## src/rtl/dtbg_pkg.sv

```systemverilog
// shared types and constants of the decaying tone burst generator
package dtbg_pkg;

  localparam int SINE_TABLE_DEPTH_DEF = 1024;
  localparam int TANH_TABLE_DEPTH_DEF = 1024;
  localparam int CLICK_SAMPLES_DEF    = 96;
  localparam int COUNT_BITS_DEF       = 20;

  localparam int PHASE_W    = 32;
  localparam int ATTACK_W   = 20;
  localparam int INTERVAL_W = 20;
  localparam int DECAY_W    = 24;
  localparam int ENV_W      = 24;
  localparam int SAMPLE_W   = 16;
  localparam int CFG_DATA_W = 32;
  localparam int CFG_ADDR_W = 4;

  localparam logic [INTERVAL_W-1:0] INTERVAL_RESET = 20'd48000;
  localparam logic [ENV_W-1:0]      ENV_ONE        = 24'd8388608;
  localparam logic [ENV_W-1:0]      ENV_MAX        = 24'hFFFFFF;

  typedef enum logic [1:0] {
    REG_PHASE_STEP      = 2'd0,
    REG_ATTACK_LENGTH   = 2'd1,
    REG_INTERVAL_LENGTH = 2'd2,
    REG_DECAY_FACTOR    = 2'd3
  } reg_idx_t;

  typedef enum logic [1:0] {
    MUL_SIDX = 2'd0,
    MUL_TONE = 2'd1,
    MUL_TIDX = 2'd2,
    MUL_ENV  = 2'd3
  } mul_sel_t;

  typedef struct packed {
    logic [PHASE_W-1:0]    phase_step;
    logic [ATTACK_W-1:0]   attack_length;
    logic [INTERVAL_W-1:0] interval_length;
    logic [DECAY_W-1:0]    decay_factor;
  } cfg_t;

  typedef struct packed {
    logic     load;
    logic     mul_en;
    mul_sel_t mul_sel;
    logic     srom_rd;
    logic     xval;
    logic     trom_rd;
    logic     out_wr;
  } cmd_t;

  typedef struct packed {
    logic out_free;
  } sts_t;

endpackage

```

## src/rtl/dtbg_regs.sv

```systemverilog
// configuration register file behind the apb-style port
module dtbg_regs
  import dtbg_pkg::*;
(
  input  logic                  clk,
  input  logic                  rst_n,
  input  logic                  psel,
  input  logic                  penable,
  input  logic                  pwrite,
  input  logic [CFG_ADDR_W-1:0] paddr,
  input  logic [CFG_DATA_W-1:0] pwdata,
  output logic [CFG_DATA_W-1:0] prdata,
  output logic                  pready,
  output cfg_t                  cfg
);

  cfg_t     cfg_r;
  reg_idx_t idx;
  logic     wr_en;

  assign idx    = reg_idx_t'(paddr[3:2]);
  assign wr_en  = psel && penable && pwrite;
  assign pready = 1'b1;
  assign cfg    = cfg_r;

  always_ff @(posedge clk) begin
    if (!rst_n) begin
      cfg_r.phase_step      <= '0;
      cfg_r.attack_length   <= '0;
      cfg_r.interval_length <= INTERVAL_RESET;
      cfg_r.decay_factor    <= ENV_ONE;
    end else if (wr_en) begin
      case (idx)
        REG_PHASE_STEP:      cfg_r.phase_step      <= pwdata[PHASE_W-1:0];
        REG_ATTACK_LENGTH:   cfg_r.attack_length   <= pwdata[ATTACK_W-1:0];
        REG_INTERVAL_LENGTH: cfg_r.interval_length <= pwdata[INTERVAL_W-1:0];
        REG_DECAY_FACTOR:    cfg_r.decay_factor    <= pwdata[DECAY_W-1:0];
        default: ;
      endcase
    end
  end

  always_comb begin
    case (idx)
      REG_PHASE_STEP:      prdata = CFG_DATA_W'(cfg_r.phase_step);
      REG_ATTACK_LENGTH:   prdata = CFG_DATA_W'(cfg_r.attack_length);
      REG_INTERVAL_LENGTH: prdata = CFG_DATA_W'(cfg_r.interval_length);
      REG_DECAY_FACTOR:    prdata = CFG_DATA_W'(cfg_r.decay_factor);
      default:             prdata = '0;
    endcase
  end

endmodule

```

## config.mk

```make
export PLATFORM = sky130hd
export DESIGN_NAME = dtbg_regs
export DESIGN_NICKNAME = d
export VERILOG_FILES = /design/src/rtl/dtbg_pkg.sv /design/src/rtl/dtbg_regs.sv
export SDC_FILE = /design/constraint.sdc
export NUM_CORES = 1
export LEC_CHECK = 0
export BUFFER_PORTS_ARGS = -buffer_cell sky130_fd_sc_hd__buf_2
export CAP_MARGIN = 20
export CORE_ASPECT_RATIO = 1.5
export CORE_MARGIN = 5
export CORE_UTILIZATION = 25
export CTS_CLUSTER_DIAMETER = 50
export CTS_CLUSTER_SIZE = 25
export DETAILED_ROUTE_END_ITERATION = 12
export PLACE_DENSITY = 0.55
export SLEW_MARGIN = 20
export SYNTH_ARGS = -nofsm -noshare
export SYNTH_HDL_FRONTEND = slang
export SYNTH_SLANG_ARGS = --single-unit
```

## constraint.sdc

```tcl
create_clock -name clk -period 1.37 [get_ports clk]
set_input_delay 0.0685 -clock clk [delete_from_list [all_inputs] [get_ports clk]]
set_output_delay 0.0685 -clock clk [all_outputs]
set_load 0.005 [all_outputs]
```

==> impl_metrics.yaml <==
pwr:
  p_clk_share_pct: 45.9
  power_leakage_nw: 2.54
  switching_power_mw: 1.41
  peakVddDrop_mv: 0.670
  seqPwrFrac_pct: 46.0
  internal_power_mw: 4.79
  powerDensity_nw_per_um2: 1050
  p_sw_share_pct: 22.8
  pwr-share-comb_pct: 8.0
  p_total_mw: 6.20
drt:
  num_vias: 3527
  drcViolationCount: 0
  first_pass_iters: 4
  wl_per_cell_microns: 15.7
  wirelength_mm: 12.4
  vias_per_cell: 4.45
  antenna_left: 0
  dr.first_iter.drc_count: 147
hold_path:
  worstHoldStart: "pwdata[15]"
  hold_path_depth: 3
  min_to: "cfg[39]$_SDFFE_PN1P_"
  min_path_type: "in -> reg"
logic_synthesis:
  synthMuxAreaShare_pct: 33.0
  synth_area_leader_cell: "dfxtp_1"
  synth_fp_nets: 442
  synthTopCellsByArea: "dfxtp_1, mux2i_1, nand2_1"
  yosys.area_share.simple_pct: 15.8
  yosysMostFrequentCell: "nand2_1"
  yosysSeqAreaShare_pct: 45.2
  ys_dominant_reg_cell: "dfxtp_1"
  syn_area_sq_um: 4250
  yosys_warnings: 0
  yosysUniqueCellTypes: 20
  synth-edff-count: 0
  syn_area_per_cell_sq_um: 10.6
  syn_inst: 401
  synth_common_cells: "nand2_1, dfxtp_1, mux2i_1, mux4_2, nor2b_1"
  synth_top_family_by_area: "multiplexers"
  ys_ff_latch: 96
  synth_compound_gate_area_share_pct: 1.15
  synthArstFlopShare_pct: 0
  yosys.area_share.adder_pct: 0
  synth_xor_area_share_pct: 0
  synth_top_area_share_pct: 45.2
placement:
  port_buffers: 166
  dp_hpwl_mm: 8.97
  place_congestion: 0.752
floorplanning:
  die_width_microns: 116
  pin_count: 170
  start_util_pct: 25.4
  coreArea_sq_um: 16800
  num_rows: 58
  die_h_microns: 170
  dieArea_sq_um: 19800
critical_path:
  crit_cells: 2
  r2r_slack_ns: 0.69
  crit_chain: "mux4_2 > buf_2"
  critical-path-top-delay-family: "multiplexers"
  max_stage_delay_ns: 0.46
  cpMaxStageDelayCell: "mux4_2"
  path_buf_inv: 1
  worstSetupPathType: "reg -> out"
  r2r-end: "cfg[23]$_SDFFE_PN1P_"
  worstPathArrival_ns: 1.28
  critPathLaunchType: "flop"
  rr_startpoint: "cfg[23]$_SDFFE_PN1P_"
  required_ns: 1.30
  critPathMaxFanout: 3
  cp-end-kind: "primary output"
  r2r.worst_path.cells: 2
timing:
  period_needed_ns: 1.35
  rsz0062_at_grt: "true"
  clock.fmax_ghz: 0.741
  finalHoldViolations: 0
  tns_ns: 0
  period_share_pct: 98.4
  setup_viol: 0
  slew_headroom_pct: 56.2
  fin_skew_ns: 0
  final_max_slew_viol_count: 0
  tightest_slew_ns: 0.654
clock_tree:
  clkTransAtPathRegs_ns: 0.07
  cts_tree: "done"
  cts_buffers: 9
  htree_levels: 3
  clk_path_buf_depth: 2
  root_buffer: "clkbuf_16"
  cts.sinks: 96
  clk_latency_ns: 0.33
global_route:
  track_usage_pct: 12.6
  grt_max_degree: 82
  grt_pass1_wl_mm: 19.6
  grt_remaining_overflow: 0
  grt_pass1_vias: 3702
  antenna_found_initial: 0
cells_and_area:
  largest_reg_flops: 96
  final_nets: 619
  post-route-util_pct: 35.3
  area_growth_pct: 39.2
  diodes: 0
  layout-drive-gt1-share_pct: 44.1
flow_run:
  cap_violations: 0
status:
  outcome: "finished clean"
## cells by family after synthesis
kind of cell | count (synthesis)
simple gates | 150
mux | 115
flops | 96
buf+inv | 33
compound gates | 6
other cells | 1
## cell usage in the layout, fill, tap and decap left out
cell	count
buf_4	13
dlygate4sd3_1	12
inv_1	1
mux2i_1	95
clkbuf_16	9
nand2_1	121
clkinv_4	1
nor2_1	1
dfxtp_2	30
and2_1	9
mux4_2	20
o21ai_0	1
nor3b_4	2
buf_6	2
nor2b_1	14
conb_1	1
dfxtp_1	66
o311ai_0	1
clkbuf_8	2
buf_2	163
bufinv_16	2
nand3_4	1
buf_12	8
inv_6	2
nor2_4	1
a22o_1	4
nor3_4	1
## what timing repair did
| item | in CTS | in global routing |
|---|---|---|
| pin swaps | 0 | 0 |
| setup buffers | 0 | 7 |
| gates resized for setup | 2 | 30 |
| cloned | 0 | 0 |
| setup endpoints to repair | 2 | 16 |
| hold buffers | 12 | 0 |
| hold endpoints to repair | 13 | 0 |
## power groups by stage
stage	combinational (mW)	clock, mW	sequential [mW]
3_3_place_gp	0.466	0	2.92
4_1_cts	0.502	2.93	2.85
5_1_grt	0.549	3.05	2.86
2_1_floorplan	0.274	0	2.92
3_5_place_dp	0.476	0	2.92
6_report	0.498	2.85	2.86
## per-layer routing
metal	vias up	GRT usage (%)	share of wire [%]
li1	1713	-	-
met3	13	1.96	5.5
met2	114	23.1	53
met1	1687	13.9	39
met5	-	0	0
met4	0	5.40	2.0
## per-stage QoR
stage	setup WS (ns)	hold slack [ns]	area [sq um]	std cells
3_5_place_dp	0.0630	0.328	5360	758
6_report	0.0213	0.00976	5920	793
4_1_cts	0.00164	0.00210	5820	786
3_3_place_gp	0.130	0.322	5360	758
2_1_floorplan	0.353	0.211	4250	401
5_1_grt	-0.0288	0.0301	5920	793
## area by class of cell
cell class              instances  area [sq um]
well taps                     210           263
fillers                      1666         10800
flip-flops and latches         96          1960
clock inverters                 5          86.3
clock buffers                  11           253
repair buffers                198          1220
multi-input cells             272          2140
inverters                       1          3.75
## how the worst max path moves through the flow
stage / start / to / slack, ns
2_1_floorplan: paddr[2] / prdata[0] / 0.35
3_3_place_gp: paddr[2] / cfg[20]$_SDFFE_PN0P_ / 0.13
3_5_place_dp: paddr[2] / cfg[13]$_SDFFE_PN0P_ / 0.06
4_1_cts: cfg[15]$_SDFFE_PN0P_ / prdata[15] / 0.002
5_1_grt: cfg[6]$_SDFFE_PN0P_ / prdata[6] / -0.03
6_report: cfg[19]$_SDFFE_PN0P_ / prdata[19] / 0.02
## tightest hold or removal path, delay by kind of cell
family,cells,cell delay (ns)
multiplexers,1,0.11
AND/OR/NAND/NOR,1,0.04
buffers and inverters,1,0.09
Note: power is estimated with default switching activity, not from simulation.
