$ cat src/rtl/dtbg_pkg.sv
// shared types and constants of the decaying tone burst generator
package dtbg_pkg;

  localparam int SINE_TABLE_DEPTH_DEF = 1024;
  localparam int TANH_TABLE_DEPTH_DEF = 1024;
  localparam int CLICK_SAMPLES_DEF    = 96;
  localparam int COUNT_BITS_DEF       = 20;

  localparam int PHASE_W    = 32;
  localparam int ATTACK_W   = 20;
  localparam int INTERVAL_W = 20;
  localparam int DECAY_W    = 24;
  localparam int ENV_W      = 24;
  localparam int SAMPLE_W   = 16;
  localparam int CFG_DATA_W = 32;
  localparam int CFG_ADDR_W = 4;

  localparam logic [INTERVAL_W-1:0] INTERVAL_RESET = 20'd48000;
  localparam logic [ENV_W-1:0]      ENV_ONE        = 24'd8388608;
  localparam logic [ENV_W-1:0]      ENV_MAX        = 24'hFFFFFF;

  typedef enum logic [1:0] {
    REG_PHASE_STEP      = 2'd0,
    REG_ATTACK_LENGTH   = 2'd1,
    REG_INTERVAL_LENGTH = 2'd2,
    REG_DECAY_FACTOR    = 2'd3
  } reg_idx_t;

  typedef enum logic [1:0] {
    MUL_SIDX = 2'd0,
    MUL_TONE = 2'd1,
    MUL_TIDX = 2'd2,
    MUL_ENV  = 2'd3
  } mul_sel_t;

  typedef struct packed {
    logic [PHASE_W-1:0]    phase_step;
    logic [ATTACK_W-1:0]   attack_length;
    logic [INTERVAL_W-1:0] interval_length;
    logic [DECAY_W-1:0]    decay_factor;
  } cfg_t;

  typedef struct packed {
    logic     load;
    logic     mul_en;
    mul_sel_t mul_sel;
    logic     srom_rd;
    logic     xval;
    logic     trom_rd;
    logic     out_wr;
  } cmd_t;

  typedef struct packed {
    logic out_free;
  } sts_t;

endpackage

$ cat src/rtl/dtbg_ctrl.sv
// sequencer that steps the datapath through one sample
module dtbg_ctrl
  import dtbg_pkg::*;
(
  input  logic clk,
  input  logic rst_n,
  input  logic in_tvalid,
  output logic in_tready,
  input  sts_t sts,
  output cmd_t cmd
);

  typedef enum logic [2:0] {
    S_IDLE,
    S_SIDX,
    S_SROM,
    S_TONE,
    S_XVAL,
    S_TIDX,
    S_TROM,
    S_OUT
  } state_t;

  state_t state_r;
  logic   in_tready_r;

  assign in_tready = in_tready_r;

  always_comb begin
    cmd = '0;
    case (state_r)
      S_IDLE: cmd.load = in_tvalid && in_tready_r;
      S_SIDX: begin
        cmd.mul_en  = 1'b1;
        cmd.mul_sel = MUL_SIDX;
      end
      S_SROM: cmd.srom_rd = 1'b1;
      S_TONE: begin
        cmd.mul_en  = 1'b1;
        cmd.mul_sel = MUL_TONE;
      end
      S_XVAL: cmd.xval = 1'b1;
      S_TIDX: begin
        cmd.mul_en  = 1'b1;
        cmd.mul_sel = MUL_TIDX;
      end
      S_TROM: begin
        cmd.trom_rd = 1'b1;
        cmd.mul_en  = 1'b1;
        cmd.mul_sel = MUL_ENV;
      end
      S_OUT: cmd.out_wr = sts.out_free;
      default: ;
    endcase
  end

  always_ff @(posedge clk) begin
    if (!rst_n) begin
      state_r     <= S_IDLE;
      in_tready_r <= 1'b1;
    end else begin
      case (state_r)
        S_IDLE: begin
          if (in_tvalid && in_tready_r) begin
            state_r     <= S_SIDX;
            in_tready_r <= 1'b0;
          end
        end
        S_SIDX: state_r <= S_SROM;
        S_SROM: state_r <= S_TONE;
        S_TONE: state_r <= S_XVAL;
        S_XVAL: state_r <= S_TIDX;
        S_TIDX: state_r <= S_TROM;
        S_TROM: state_r <= S_OUT;
        S_OUT: begin
          if (sts.out_free) begin
            state_r     <= S_IDLE;
            in_tready_r <= 1'b1;
          end
        end
        default: begin
          state_r     <= S_IDLE;
          in_tready_r <= 1'b1;
        end
      endcase
    end
  end

`ifndef SYNTHESIS
  a_accept_starts: assert property (@(posedge clk) disable iff (!rst_n)
    in_tvalid && in_tready_r |=> state_r == S_SIDX)
    else $error("accepted word did not start the sequence");

  a_fixed_latency: assert property (@(posedge clk) disable iff (!rst_n)
    state_r == S_SIDX |-> ##6 state_r == S_OUT)
    else $error("sequence did not reach the output step in six cycles");

  a_hold_on_stall: assert property (@(posedge clk) disable iff (!rst_n)
    state_r == S_OUT && !sts.out_free |=> state_r == S_OUT && !in_tready_r)
    else $error("output step left while output register full");
`endif

endmodule

$ cat config.mk
export PLATFORM = sky130hd
export DESIGN_NAME = dtbg_ctrl
export DESIGN_NICKNAME = d
export VERILOG_FILES = /design/src/rtl/dtbg_pkg.sv /design/src/rtl/dtbg_ctrl.sv
export SDC_FILE = /design/constraint.sdc
export NUM_CORES = 1
export LEC_CHECK = 0
export BUFFER_PORTS_ARGS = -buffer_cell sky130_fd_sc_hd__buf_4
export CORE_AREA = 2 2 39 41
export CTS_BUF_LIST = sky130_fd_sc_hd__clkbuf_8
export DETAILED_ROUTE_END_ITERATION = 16
export DIE_AREA = 0 0 41 43
export GPL_TIMING_DRIVEN = 0
export PLACE_DENSITY = 0.53
export SLEW_MARGIN = 10
export SYNTH_ARGS = -nofsm -noshare
export SYNTH_HDL_FRONTEND = slang
export SYNTH_SLANG_ARGS = --single-unit
$ cat constraint.sdc
create_clock -name clk -period 1.2 [get_ports clk]
set_input_delay 0.06 -clock clk [delete_from_list [all_inputs] [get_ports clk]]
set_output_delay 0.06 -clock clk [all_outputs]
set_load 0.005 [all_outputs]
==> metrics.md <==
| Metric | Value |
|---|---|
| Slew @ Worst Pin | `approximately 0.28 ns` |
| Die area | `roughly 1800 µm²` |
| Critical Path RT | `1.14 ns` |
| Crit path DAT | `between 1 and 1.5 ns` |
| Clock Latency Late Sink | `about 0.21 ns` |
| Status | `complete, but fails checks` |
| Htree depth | `1` |
| Hpwl dp | `roughly 460 µm` |
| Clk pin slew, worst setup/hold paths | `approximately 0.03 ns` |
| Pwr/cell area | `between 1000 and 1500 nW/µm²` |
| Die X | `between 40 and 50 µm` |
| Clock Power Share | `42.7%` |
| Core area | `between 1000 and 1500 µm²` |
| Yosys warns | `0` |
| Initial antenna violation count | `0` |
| Prevailing post-synth register cell | `dfxtp_1` |
| DR iter-0 viols | `2` |
| DIE HEIGHT | `between 40 and 50 µm` |
| Cts bufs inserted | `3` |
| Sw frac | `between 20% and 30%` |
| Ratio of final minimum period to clock period | `102.2%` |
| Final #Nets | `between 50 and 60` |
| Mux contribution to synthesized area | `0%` |
| Initial core utilization | `between 20% and 30%` |
| Max VDD drop | `497.6 µV` |
| Hold Vio Cnt, Final | `0` |
| Fin util | `a little over a third` |
| Comb pwr share | `31.6%` |
| Number of cell rows | `14` |
| Avg Inst Size Synth | `just over 9 µm²` |
| Register bit total from synthesis | `4` |
| Syn_nets | `35` |
| Post-synth ARST share | `0%` |
| Crit path launch type | `register` |
| RD Place Congestion | `around 0.76` |
| Post-Synth Adder-Cell Area | `0%` |
| Max clock buf depth | `2` |
| Post-synth EDFFs | `0` |
| CP Max Fanout | `5` |
| Commonest non-fill, non-tap cell in the layout | `buf_4` |
| Slew Limit Fails | `0` |
| Final WL | `about 730 µm` |
| First-pass DRT Iterations | `3` |
| DRC | `0` |
| Post-Syn Instances | `31` |
| Final setup vio count | `1` |
| Gr usage total | `9.859%` |
| Worst hold-check path type | `input pin to register` |
| Failing checks | `negative setup slack` |
| FMAX | `roughly 820 MHz` |
| Placed inst area | `just under 400 µm²` |
| Most frequent cells in the layout | `buf_4, buf_6, nor2b_1, clkbuf_8, dfxtp_2` |
| Clock Skews | `about 0.00063 ns` |
| Final ANT Viol Nets | `0` |
| Simple-gate share of the synthesized area | `approximately 33%` |
| Root Driver | `clkbuf_8` |
| Vias in the first global route | `approximately 270` |
| Main combinational cell family by area after synthesis | `simple AND/OR/NAND/NOR gates` |
| WS Path Type | `register to output port` |
| Vias/cell | `roughly 4.5` |
| Fin crit period | `between 1 and 1.5 ns` |
| Clock sinks | `4` |
| Share of the yosys chip area belonging to registers | `between 20% and 30%` |
| Layout cell share with drive strength beyond 1 | `approximately 60%` |
| Synthesized area | `285.3 µm²` |
| Pin count of the biggest net entering global routing | `11` |
| Internal power | `approximately 0.00049 W` |
| Final Cell Area | `~490 µm²` |
| Setup ws final | `-0.02621 ns` |
| First-pass GRT wire length | `between 1 and 1.5 mm` |
| DR vias | `~300` |
| Sequential share of power | `between 20% and 30%` |
| Static Leakage | `~0.24 nW` |
| RSZ-0062 raised after global routing | `true` |
| Psw | `between 0.00015 and 0.0002 W` |
| GRT overflow | `0` |
| Compound-Gate Fraction of Synth Area | `just under 20%` |
| Routed WL per cell | `around 11 µm` |
| Relative slew margins | `between 80 and 90%` |
| I/O pin cnt | `13` |
| CTS tree | `built` |
| Hold slack | `0.05926 ns` |
| I/O Buffers | `12` |
| Ant. Diodes | `0` |
| Post-synth cell types | `22` |
| Maxcap violations | `0` |
| Fraction of synthesized cell area in xor and xnor cells | `under 10%` |
| CP endpoint kind | `output port` |
| Area grow syn2layout | `72.81%` |
[cells by family (layout without fill, tap and decap cells)]
| logic type | after synthesis | count (layout) |
|---|---|---|
| xor gates and xnor gates | 2 | 2 |
| and+or+nand+nor | 13 | 13 |
| DFF | 4 | 4 |
| AOI/OAI and AO/OA | 7 | 7 |
| buffers and inverters | 5 | 26 |
[worst max-delay path, cell delays in order (launching register included)]
cell and delay (ns):
dfxtp_2 0.32, buf_6 0.13, nor4b_4 0.25, and2_1 0.15, buf_4 0.10
[cell type report]
class | instances | area (µm²)
clock buffer | 3 | 41.29
tap | 16 | 20.02
sequential | 4 | 83.83
multi-input combinational | 22 | 176.4
buffer | 3 | 33.78
fill | 153 | 890.9
timing repair buffer | 18 | 130.1
inverter | 2 | 7.507
[through the flow]
step	cells	total power [W]	worst slack, ns	setup TNS [ns]
floorplan	31	0.0002656	0.2533	0
global placement	59	0.0003236	0.1422	0
detailed placement	59	0.0003257	0.1574	0
CTS	64	0.0006319	-0.02903	-0.02903
global route	68	0.0006879	-0.07384	-0.09729
finish	68	0.0006550	-0.02621	-0.02621
[cell usage after synthesis, types with 2 or more instances]
cell / number / area (µm²)
dfxtp_1: 4 / 80.08
and2_1: 2 / 12.51
nand2_1: 2 / 7.510
buf_6: 2 / 22.52
nor2b_1: 3 / 18.77
inv_1: 2 / 7.510
[final timing paths]
path,from,end,slack (ns),depth (start not counted)
hold / removal,rst_n,in_tready,0.06,2
setup / recovery,state_r[1],cmd[7],-0.03,4
hold reg to reg,in_tready,in_tready,0.52,2
setup reg to reg,state_r[1],in_tready,0.04,5
[power groups by stage]
stage / sequential [W] / combinational (W) / clock, W
2_1_floorplan: 0.000163 / 0.000103 / 0
3_3_place_gp: 0.000164 / 0.000159 / 0
3_5_place_dp: 0.000165 / 0.000161 / 0
4_1_cts: 0.000167 / 0.000180 / 0.000284
5_1_grt: 0.000171 / 0.000226 / 0.000291
6_report: 0.000168 / 0.000207 / 0.000280
[sequential cells by signal, indices dropped and copies added (netlist names)]
name and cells:
state_r 3, in_tready 1
[layer usage]
metal  routed length (µm)  GRT usage, %  up-vias  share of wire (%)
li1                     -             -      151                  -
met1                  314         12.62      140                 43
met2                  355         12.81       10                 49
met3                   46         3.141        2                6.3
met4                   10         8.000        0                1.4
met5                    0             0        -                  0
[what timing repair did]
action,4_1_cts,5_1_grt
setup endpoints to repair,2,5
resized for setup,4,1
gates cloned,1,1
hold buffers,0,0
pin swaps,2,2
setup buffers,1,3
No activity file was read; power rests on OpenSTA's default activity.
